<file path="config.mk">
export PLATFORM = sky130hd
export DESIGN_NAME = serial_tuning_command_parser
export DESIGN_NICKNAME = d
export VERILOG_FILES = /design/src/rtl/core/stcp_pkg.sv /design/src/rtl/core/stcp_decode.sv /design/src/rtl/core/serial_tuning_command_parser.sv
export VERILOG_INCLUDE_DIRS = /design/src /design/src/rtl/core
export SDC_FILE = /design/constraint.sdc
export NUM_CORES = 1
export LEC_CHECK = 0
export ABC_AREA = 1
export BUFFER_PORTS_ARGS = -buffer_cell sky130_fd_sc_hd__buf_2
export CORE_MARGIN = 2
export CORE_UTILIZATION = 54
export DETAILED_ROUTE_END_ITERATION = 8
export GPL_ROUTABILITY_DRIVEN = 0
export PLACE_DENSITY = 0.77
export RECOVER_POWER = 25
export SLEW_MARGIN = 20
export SYNTH_ARGS = -nofsm -noshare
export SYNTH_HDL_FRONTEND = slang
export SYNTH_SLANG_ARGS = --single-unit
</file>
<file path="constraint.sdc">
create_clock -name aclk -period 2.59 [get_ports aclk]
set_input_delay 0.259 -clock aclk [delete_from_list [all_inputs] [get_ports aclk]]
set_output_delay 0.259 -clock aclk [all_outputs]
set_load 0.01 [all_outputs]
</file>
<file path="src/rtl/core/serial_tuning_command_parser_defines.svh">
// Assertion macros shared by the serial tuning command parser RTL.
// Depends on nothing; included by files that carry concurrent assertions.
`ifndef SERIAL_TUNING_COMMAND_PARSER_DEFINES_SVH
`define SERIAL_TUNING_COMMAND_PARSER_DEFINES_SVH
`ifndef SYNTHESIS
`define STCP_ASSERT(label, clk, rstn, prop, msg) \
    label: assert property (@(posedge clk) disable iff (!rstn) (prop)) else $error(msg);
`define STCP_NEVER(label, clk, rstn, cond, msg) \
    label: assert property (@(posedge clk) disable iff (!rstn) !(cond)) else $error(msg);
`else
`define STCP_ASSERT(label, clk, rstn, prop, msg)
`define STCP_NEVER(label, clk, rstn, cond, msg)
`endif
`endif

</file>
<file path="src/rtl/core/stcp_pkg.sv">
// Types, command codes and helper functions of the serial tuning command parser.
// Depends on nothing; used by the decoder and the top level.
package stcp_pkg;

    localparam logic [3:0]  PEND_NONE = 4'd15;
    localparam logic [14:0] VALUE_MAX = 15'd32767;

    localparam logic [3:0] NUM_SPEED_KP  = 4'd0;
    localparam logic [3:0] NUM_SPEED_KI  = 4'd1;
    localparam logic [3:0] NUM_TORQUE_KP = 4'd2;
    localparam logic [3:0] NUM_TORQUE_KI = 4'd3;
    localparam logic [3:0] NUM_DEADTIME  = 4'd4;
    localparam logic [3:0] NUM_CUR_LPF   = 4'd5;
    localparam logic [3:0] NUM_VEL_LPF   = 4'd6;
    localparam logic [3:0] NUM_TORQUE_SP = 4'd7;
    localparam logic [3:0] NUM_SPEED_SP  = 4'd8;
    localparam logic [3:0] NUM_COG_CLAMP = 4'd9;

    localparam logic [4:0] CMD_INL_ENABLE = 5'd10;
    localparam logic [4:0] CMD_INL_SIGN   = 5'd11;
    localparam logic [4:0] CMD_INL_REARM  = 5'd12;
    localparam logic [4:0] CMD_FB_SELECT  = 5'd13;
    localparam logic [4:0] CMD_STEP_CAP   = 5'd14;
    localparam logic [4:0] CMD_MONITOR    = 5'd15;
    localparam logic [4:0] CMD_AGC_SWEEP  = 5'd16;
    localparam logic [4:0] CMD_CAL_ARM    = 5'd17;
    localparam logic [4:0] CMD_CAL_STOP   = 5'd18;
    localparam logic [4:0] CMD_COG_FF     = 5'd19;

    typedef struct packed {
        logic [3:0]  pend;
        logic [14:0] acc;
        logic        have;
        logic        mon;
    } parse_state_t;

    typedef struct packed {
        logic [4:0]        command;
        logic signed [15:0] value;
        logic              last;
    } result_t;

    typedef struct packed {
        parse_state_t next;
        logic [1:0]   count;
        result_t      r0;
        result_t      r1;
    } decode_out_t;

    function automatic logic [3:0] numeric_code(input logic [7:0] ch);
        logic [3:0] code;
        unique case (ch)
            "p":     code = NUM_SPEED_KP;
            "i":     code = NUM_SPEED_KI;
            "P":     code = NUM_TORQUE_KP;
            "I":     code = NUM_TORQUE_KI;
            "D":     code = NUM_DEADTIME;
            "f":     code = NUM_CUR_LPF;
            "F":     code = NUM_VEL_LPF;
            "t":     code = NUM_TORQUE_SP;
            "s":     code = NUM_SPEED_SP;
            "C":     code = NUM_COG_CLAMP;
            default: code = PEND_NONE;
        endcase
        return code;
    endfunction

endpackage

</file>
<file path="src/rtl/core/stcp_decode.sv">
// Combinational byte decoder of the serial tuning command parser.
// Depends on stcp_pkg; computes the next parse state and up to two results.
module stcp_decode (
    input  logic [7:0]                 byte_req,
    input  logic                       cal_running,
    input  stcp_pkg::parse_state_t     state,
    output stcp_pkg::decode_out_t      dec
);
    import stcp_pkg::*;

    logic        is_digit;
    logic [18:0] wide_acc;
    logic        emit_num;
    logic        act_valid;
    logic [4:0]  act_cmd;
    logic signed [15:0] act_val;
    result_t     num_res;
    result_t     act_res;

    assign is_digit = (byte_req >= "0") && (byte_req <= "9");
    assign wide_acc = ({4'b0, state.acc} << 3) + ({4'b0, state.acc} << 1)
                    + {15'b0, byte_req[3:0]};

    always_comb begin
        dec       = '0;
        dec.next  = state;
        emit_num  = 1'b0;
        act_valid = 1'b0;
        act_cmd   = CMD_INL_ENABLE;
        act_val   = 16'sd0;
        if (is_digit) begin
            if (state.pend != PEND_NONE) begin
                dec.next.acc  = (wide_acc > {4'b0, VALUE_MAX}) ? VALUE_MAX : wide_acc[14:0];
                dec.next.have = 1'b1;
            end
        end else begin
            emit_num      = (state.pend != PEND_NONE) && state.have;
            dec.next.pend = PEND_NONE;
            dec.next.acc  = '0;
            dec.next.have = 1'b0;
            unique case (byte_req)
                "e": begin act_valid = 1'b1; act_cmd = CMD_INL_ENABLE; act_val = 16'sd1; end
                "d": begin act_valid = 1'b1; act_cmd = CMD_INL_ENABLE; end
                "+": begin act_valid = 1'b1; act_cmd = CMD_INL_SIGN; act_val = 16'sd1; end
                "-": begin act_valid = 1'b1; act_cmd = CMD_INL_SIGN; act_val = -16'sd1; end
                "c": begin act_valid = 1'b1; act_cmd = CMD_INL_REARM; end
                "v": begin act_valid = 1'b1; act_cmd = CMD_FB_SELECT; act_val = 16'sd1; end
                "b": begin act_valid = 1'b1; act_cmd = CMD_FB_SELECT; end
                "g": begin act_valid = 1'b1; act_cmd = CMD_STEP_CAP; end
                "r": begin
                    act_valid    = 1'b1;
                    act_cmd      = CMD_MONITOR;
                    dec.next.mon = !state.mon;
                    act_val      = {15'b0, !state.mon};
                end
                "a": begin act_valid = 1'b1; act_cmd = CMD_AGC_SWEEP; end
                "y": begin act_valid = 1'b1; act_cmd = CMD_CAL_ARM; end
                "Y": begin act_valid = cal_running; act_cmd = CMD_CAL_STOP; end
                "K": begin act_valid = 1'b1; act_cmd = CMD_COG_FF; act_val = 16'sd1; end
                "k": begin act_valid = 1'b1; act_cmd = CMD_COG_FF; end
                default: dec.next.pend = numeric_code(byte_req);
            endcase
        end

        num_res.command = {1'b0, state.pend};
        num_res.value   = {1'b0, state.acc};
        num_res.last    = !act_valid;
        act_res.command = act_cmd;
        act_res.value   = act_val;
        act_res.last    = 1'b1;

        dec.count = {1'b0, emit_num} + {1'b0, act_valid};
        dec.r0    = emit_num ? num_res : act_res;
        dec.r1    = act_res;
    end

endmodule

</file>
<file path="src/rtl/core/serial_tuning_command_parser.sv">
// Top level of the serial tuning command parser: parse state and result queue.
// Depends on stcp_pkg, stcp_decode and serial_tuning_command_parser_defines.svh.
//
// The parser takes one received character per transaction and returns the commands it
// completes, one per transaction, with tlast set on the final one caused by that character.
// Each character is decoded in the cycle it is accepted and its results land in a two-entry
// output queue, so the block takes one character per clock cycle while results drain at the
// same pace. s_tready is high when the queue is empty or its single entry is being taken in
// that cycle; a character that both completes a number and triggers an action yields two
// transactions and holds s_tready low while the first drains.
`include "serial_tuning_command_parser_defines.svh"

module serial_tuning_command_parser (
    input  logic        aclk,
    input  logic        aresetn,
    input  logic        s_tvalid,
    output logic        s_tready,
    input  logic [7:0]  s_tdata,   // [7:0] byte_req
    input  logic        s_tuser,   // [0] cal_running
    output logic        m_tvalid,
    input  logic        m_tready,
    output logic [23:0] m_tdata,   // [4:0] command, [20:5] value, [23:21] zero
    output logic        m_tlast    // last
);
    import stcp_pkg::*;

    parse_state_t state_reg, state_next;
    decode_out_t  dec;
    result_t      q0_reg, q0_next;
    result_t      q1_reg, q1_next;
    logic [1:0]   count_reg, count_next;
    logic         push;
    logic         pop;

    stcp_decode u_decode (
        .byte_req    (s_tdata),
        .cal_running (s_tuser),
        .state       (state_reg),
        .dec         (dec)
    );

    assign m_tvalid = (count_reg != 2'd0);
    assign s_tready = (count_reg == 2'd0) || ((count_reg == 2'd1) && m_tready);
    assign pop      = m_tvalid && m_tready;
    assign push     = s_tvalid && s_tready;
    assign m_tdata  = {3'b000, q0_reg.value, q0_reg.command};
    assign m_tlast  = q0_reg.last;

    always_comb begin
        state_next = state_reg;
        q0_next    = q0_reg;
        q1_next    = q1_reg;
        count_next = count_reg;
        if (push) begin
            state_next = dec.next;
            q0_next    = dec.r0;
            q1_next    = dec.r1;
            count_next = dec.count;
        end else if (pop) begin
            q0_next    = q1_reg;
            count_next = count_reg - 2'd1;
        end
    end

    always_ff @(posedge aclk) begin
        if (!aresetn) begin
            state_reg.pend <= PEND_NONE;
            state_reg.acc  <= '0;
            state_reg.have <= 1'b0;
            state_reg.mon  <= 1'b0;
            count_reg      <= 2'd0;
        end else begin
            state_reg <= state_next;
            count_reg <= count_next;
        end
    end

    always_ff @(posedge aclk) begin
        q0_reg <= q0_next;
        q1_reg <= q1_next;
    end

    `STCP_NEVER(a_count_range, aclk, aresetn, count_reg == 2'd3, "result queue overfilled")
    `STCP_ASSERT(a_first_not_last, aclk, aresetn, (count_reg == 2'd2) |-> !q0_reg.last, "first of two results marked last")
    `STCP_ASSERT(a_idle_clear, aclk, aresetn, (state_reg.pend == PEND_NONE) |-> ((state_reg.acc == 15'd0) && !state_reg.have), "value held with no pending command")
    `STCP_ASSERT(a_nodigit_zero, aclk, aresetn, !state_reg.have |-> (state_reg.acc == 15'd0), "value nonzero before any digit")
    `STCP_ASSERT(a_monitor_on_accept, aclk, aresetn, !$stable(state_reg.mon) |-> $past(push), "monitor bit changed without a transaction")

endmodule

</file>
**Word level (Yosys, flattened, before mapping)**

Cells that the tools add are included.

- Add/subtract/negate cells: 4
- Multipliers: 0
- Div/mod/pow operators: 0
- Order comparisons: 3
- Eq/ne operators: 27
- Shift-type cells: 0
- Multiplexer cells: 17
- Bitwise operators: 1
- Reductions and logical operators: 20

Operators by type and width:

| kind | number |
|---|---|
| $eq 8x7->1 const B | 22 |
| $mux 22 | 3 |
| $mux 16 | 3 |
| $pmux 16 s3 | 1 |
| $pmux 5 s9 | 1 |
| $pmux 4 s10 | 1 |
| $add 18x16->19 | 1 |
| $add 19x4->19 | 1 |
| $gt 19x15->1 const B | 1 |
| $eq 8x6->1 const B | 2 |
| $mux 15 | 1 |
| $reduce_or 14->1 | 1 |
| $reduce_or 13->1 | 1 |
| $ge 8x6->1 const B | 1 |
| $le 8x6->1 const B | 1 |
| $reduce_or 2->1 | 3 |
| $logic_and 1x1->1 | 5 |
| $mux 5 | 1 |
| $mux 2 | 2 |
| $mux 4 | 1 |
| $ne 4x4->1 const B | 1 |
| $reduce_and 2->1 | 2 |
| $reduce_bool 2->1 | 2 |
| $reduce_or 4->1 | 1 |
| other kinds (11) | 13 |

- Flip-flop bits (word level): 66
- Latch bits: 0
- Memory bits (writable): 0
- Bits in read-only memories: 0
- Memories kept: 0

**Logic depth before layout (Yosys ltp)**

- Depth in word-level cells: 7
- Gate-level depth with buffers: 17

**Modules after synthesis**

Synthesis repeated with hierarchy kept, for this count alone.

- Cell total of the unflattened synthesis: 667
- Area, all modules: 4760.8 µm²

By module, submodules not included:

| module | times used | cells an instance | area each (µm²) | seq. area each (µm²) |
|---|---|---|---|---|
| serial_tuning_command_parser | 1 | 235 | 2538.7 | 1781.7 |
| stcp_decode | 1 | 432 | 2222.1 | 0.0 |

**Least setup slack after synthesis**

OpenSTA, ideal clock, no wires.

- Kind: reg-to-reg
- Start point: register state_reg[2] (netlist bit)
- End point: register state_reg[14] (netlist bit)
- Setup time: 0.143 ns
- Arrival time: 2.276 ns
- Setup slack: 0.170 ns
- Stages on the path, launching flop included: 15
- Buffers on the path: 1
- Period minus slack after synthesis: 2.420 ns
- Cell sequence: dfxtp_1 inv_1 fa_1 fa_1 inv_1 nand4_1 nand2_2 nand2_1 nand3_1 nand2_2 nor2_4 buf_8 nand3_2 nand2_2 a21oi_2

- Longest elaborated chain between the ends: 6

RTL lines:

| item | line | RTL |
|---|---|---|
| from (decl) | serial_tuning_command_parser.sv:27 | `parse_state_t state_reg, state_next;` |
| from (signal assigned) | serial_tuning_command_parser.sv:73 | `state_reg <= state_next;` |
| $add 18x16->19 (*) | stcp_decode.sv:21 | `assign wide_acc = ({4'b0, state.acc} << 3) + ({4'b0, state.acc} << 1)` |
| $add 19x4->19 (*) | stcp_decode.sv:22 | `+ {15'b0, byte_req[3:0]};` |
| $gt 19x15->1 | stcp_decode.sv:33 | `dec.next.acc = (wide_acc > {4'b0, VALUE_MAX}) ? VALUE_MAX : wide_acc[14:0];` |
| $mux 15 (*) | stcp_decode.sv:33 |  |
| $mux 16 (*) | stcp_decode.sv:32 | `if (state.pend != PEND_NONE) begin` |
| $mux 16 (*) | stcp_decode.sv:31 | `if (is_digit) begin` |

Mark *: on every way between the ends. The rest lies on a longest branch, timed or not. The select of a mux whose other input is x is not followed.
A chain may end at the register's enable or synchronous reset.

**Worst setup path after layout**

- Start point: register state_reg[3] (netlist bit)
- End point: register state_reg[14] (netlist bit)

Same word-level chain as after synthesis.

==> results.md <==
* Status: finished clean
* Post-route ant nets at 0
* Fin. Hold Viols at 0
* Setup TNS at 0 ps
* First-pass GRT wire length at 13000 um
* Avg Cell Area, Syn at 7.58 um2
* Fill cells at between 600 and 700
* Slew @ Worst Pin at roughly 610 ps
* Die width at roughly 90 um
* Post-synth EDFFs at 29
* R2r worst-path depth at 15
* Met1 usage at 0.315
* Sequential area share after synthesis at 0.339
* Worst R2R End: state_reg[14]
* Initial Utilization at 0.550
* Cell Area, Placed at about 4200 um2
* Vias in the first global route at approximately 2900
* Hold WC Path Type: primary input to flip-flop
* CP Launch Type: flip-flop
* Min Tclk post-route at about 2500 ps
* Switch share at 0.347
* Via count at 3435
* Sequential power share at 0.508
* DP Worst Slack at -126 ps
* CTS buffer count at 5
* Net switching power at around 830 uW
* DP Cell Count at ~650
* DRT iter0 DRCs at 251
* Max VDD drop at roughly 0.27 mV
* Hold WS at between 200 and 250 ps
* Yosys warning total at 0
* Hpwl dp at around 6300 um
* FP Rows at 31
* Synth area leaders: edfxtp_1 22%, nand2_1 15%, dfxtp_1 12%
* GRT Residual Overflow at 0
* Busiest grt layer: met2
* Clock sink count at 52
* CTS tree: yes
* Grt met2 use at 0.315
* #FFs+latches synth at 52
* Synthesized instance count at 518
* CORE AREA at between 7000 and 8000 um2
* GR Layer Usage met3 at 0.0166
* Register area at 1340 um2
* Fmax achieved at 0.405 GHz
* Via-to-Cell Ratio at 5.14
* Element type at the critical path end: flip-flop
* Count of cell types in the netlist at 43
* Synthesized area at about 3900 um2
* Diode count at 0
* Clock power share at 0.188
* Worst R2R Start: state_reg[3]
* I/O pins at 40
* CP required at ~2800 ps
* Final core utilization at 0.622
* Routed WL per cell at between 10 and 15 um
* # DRC at 0
* Post-route cell area at between 4000 and 5000 um2
* Worst setup margin at between 100 and 150 ps
* End of the worst hold path: count_reg[1]
* Leakage at about 2.3 nW
* Die height at 89.3 um
* Pre-antenna DRT Iters at 5
* Worst path arrival time at ~2700 ps
* Post-synth ARST share at 0
* Synth top area share at 0.222
* Nets@finish at ~600
* Clock latency on the worst-skew pair at 310 ps
* Port Buffers at 36
* DIE AREA at 7970 um2
* FF-to-FF setup slack at 120 ps
* CTS max path bufs at 2
* Logic pwr share at 0.304
* # Max-Cap Violations at 0
* Worst-path clk slew at around 90 ps
* Top FF cell, synth: edfxtp_1
* Max-slew violations at 0
* Largest area contributor in the netlist: edfxtp_1
* Max FO, Critical Path at 7
* Total track usage at 0.206
* Initial antenna violation count at 0
* Post-CTS Hold Fix Bufs at 0
* CTS H-tree lvls at 2
* HP Start: aresetn
* Slew Limit Headroom at 0.589
* Overall Power at around 2.4 mW
* Pwr dens at around 540 nW/um2
* Clock root buffer: clkbuf_8
* Non-Filler Instances at about 670
* Pin count of the biggest net entering global routing at 20
* Commonest non-fill, non-tap cell in the layout: nand2_1
* Internal Pwr Total at approximately 1.6 mW
* Post-Route WL at around 8400 um
* Worst Hold Depth at 3
* Share of cells above drive strength 1 at 0.241
* Final Skew at roughly 6.0 ps
* Commonest cells after routing, fill and taps aside: 151 x nand2_1, 64 x inv_1, 32 x nor2_1
* Layout area overhead at 13.1%
* Final setup fails at 0
* Final period util at 0.954
* Area of the multi-input gates at 2250 um2
* Crit path kind: flip-flop to flip-flop
## repair_timing
item | CTS | global route
endpoints found under the hold margin | 0 | 0
endpoints found under the setup margin | 15 | 15
setup buffers | 1 | 3
resized for setup | 1 | 26
cloned | 0 | 2
pin swaps | 2 | 14
## cells by family (layout without fill, tap and decap cells)
logic type      after synthesis  after routing  synth area share
compound gates               54             54            0.0934
xor+xnor                     10             10            0.0223
fa+ha+maj                    34             34             0.112
buf+inv                      92            141             0.101
flops                        52             52             0.339
other cells                   1              3          0.000955
simple gates                275            275             0.331
## worst max-delay path by stage
stage,start,to,slack (ps),cells after the start
2_1_floorplan,state_reg[2],state_reg[14],170,14
3_3_place_gp,s_tdata[3],state_reg[4],-90,17
3_5_place_dp,s_tdata[3],state_reg[4],-130,17
4_1_cts,state_reg[2],state_reg[4],20,14
5_1_grt,state_reg[10],state_reg[5],-50,15
6_report,state_reg[3],state_reg[14],120,15
## layer usage
| metal | part of all wire | vias to the layer above |
|---|---|---|
| met2 | 0.44 | 109 |
| met3 | 0.050 | 9 |
| met5 | 0 | - |
| met1 | 0.49 | 1554 |
| met4 | 0.015 | 0 |
| li1 | - | 1763 |
## layout make-up
| type | count | share of cell area |
|---|---|---|
| multi-input cells | 376 | 0.507 |
| repair buffers | 51 | 0.0730 |
| inverters | 82 | 0.0699 |
| well taps | 99 | 0.0279 |
| clock inverters | 2 | 0.00254 |
| flip-flops and latches | 52 | 0.303 |
| clock buffers | 6 | 0.0164 |
## synth_stat cells, types with 3 or more instances
master / n
dfxtp_1: 23
nand3_2: 12
o211ai_1: 5
nor2_1: 31
a21oi_1: 17
nand2_2: 24
buf_2: 3
nor3_1: 4
nor3_2: 4
a21oi_2: 13
o21ai_0: 7
nand2_1: 158
edfxtp_1: 29
nand3_1: 24
buf_4: 3
xnor2_1: 8
inv_2: 14
nor2_2: 6
ha_1: 32
inv_1: 67
a31oi_1: 3
nand4_1: 4
## power by group through the flow
stage	Clock (mW)	Combinational, mW	Sequential [mW]
floorplan	0	0.394	1.34
global placement	0	0.761	1.23
detailed placement	0	0.777	1.24
CTS	0.449	0.778	1.22
global route	0.479	0.838	1.26
finish	0.451	0.731	1.22
## critical path, stage by stage, from the launching register on
cell and delay [ps]:
dfxtp_4 370, ha_1 280, ha_2 180, inv_1 60, fa_2 410, inv_2 70
nand4_1 100, nand2_2 140, nand2_2 70, nand3_2 70, nand2_2 60, nor2_4 180
clkbuf_16 190, nand3_2 70, nand2_2 70, a21oi_2 50
Power figures use the tool's default switching activity.
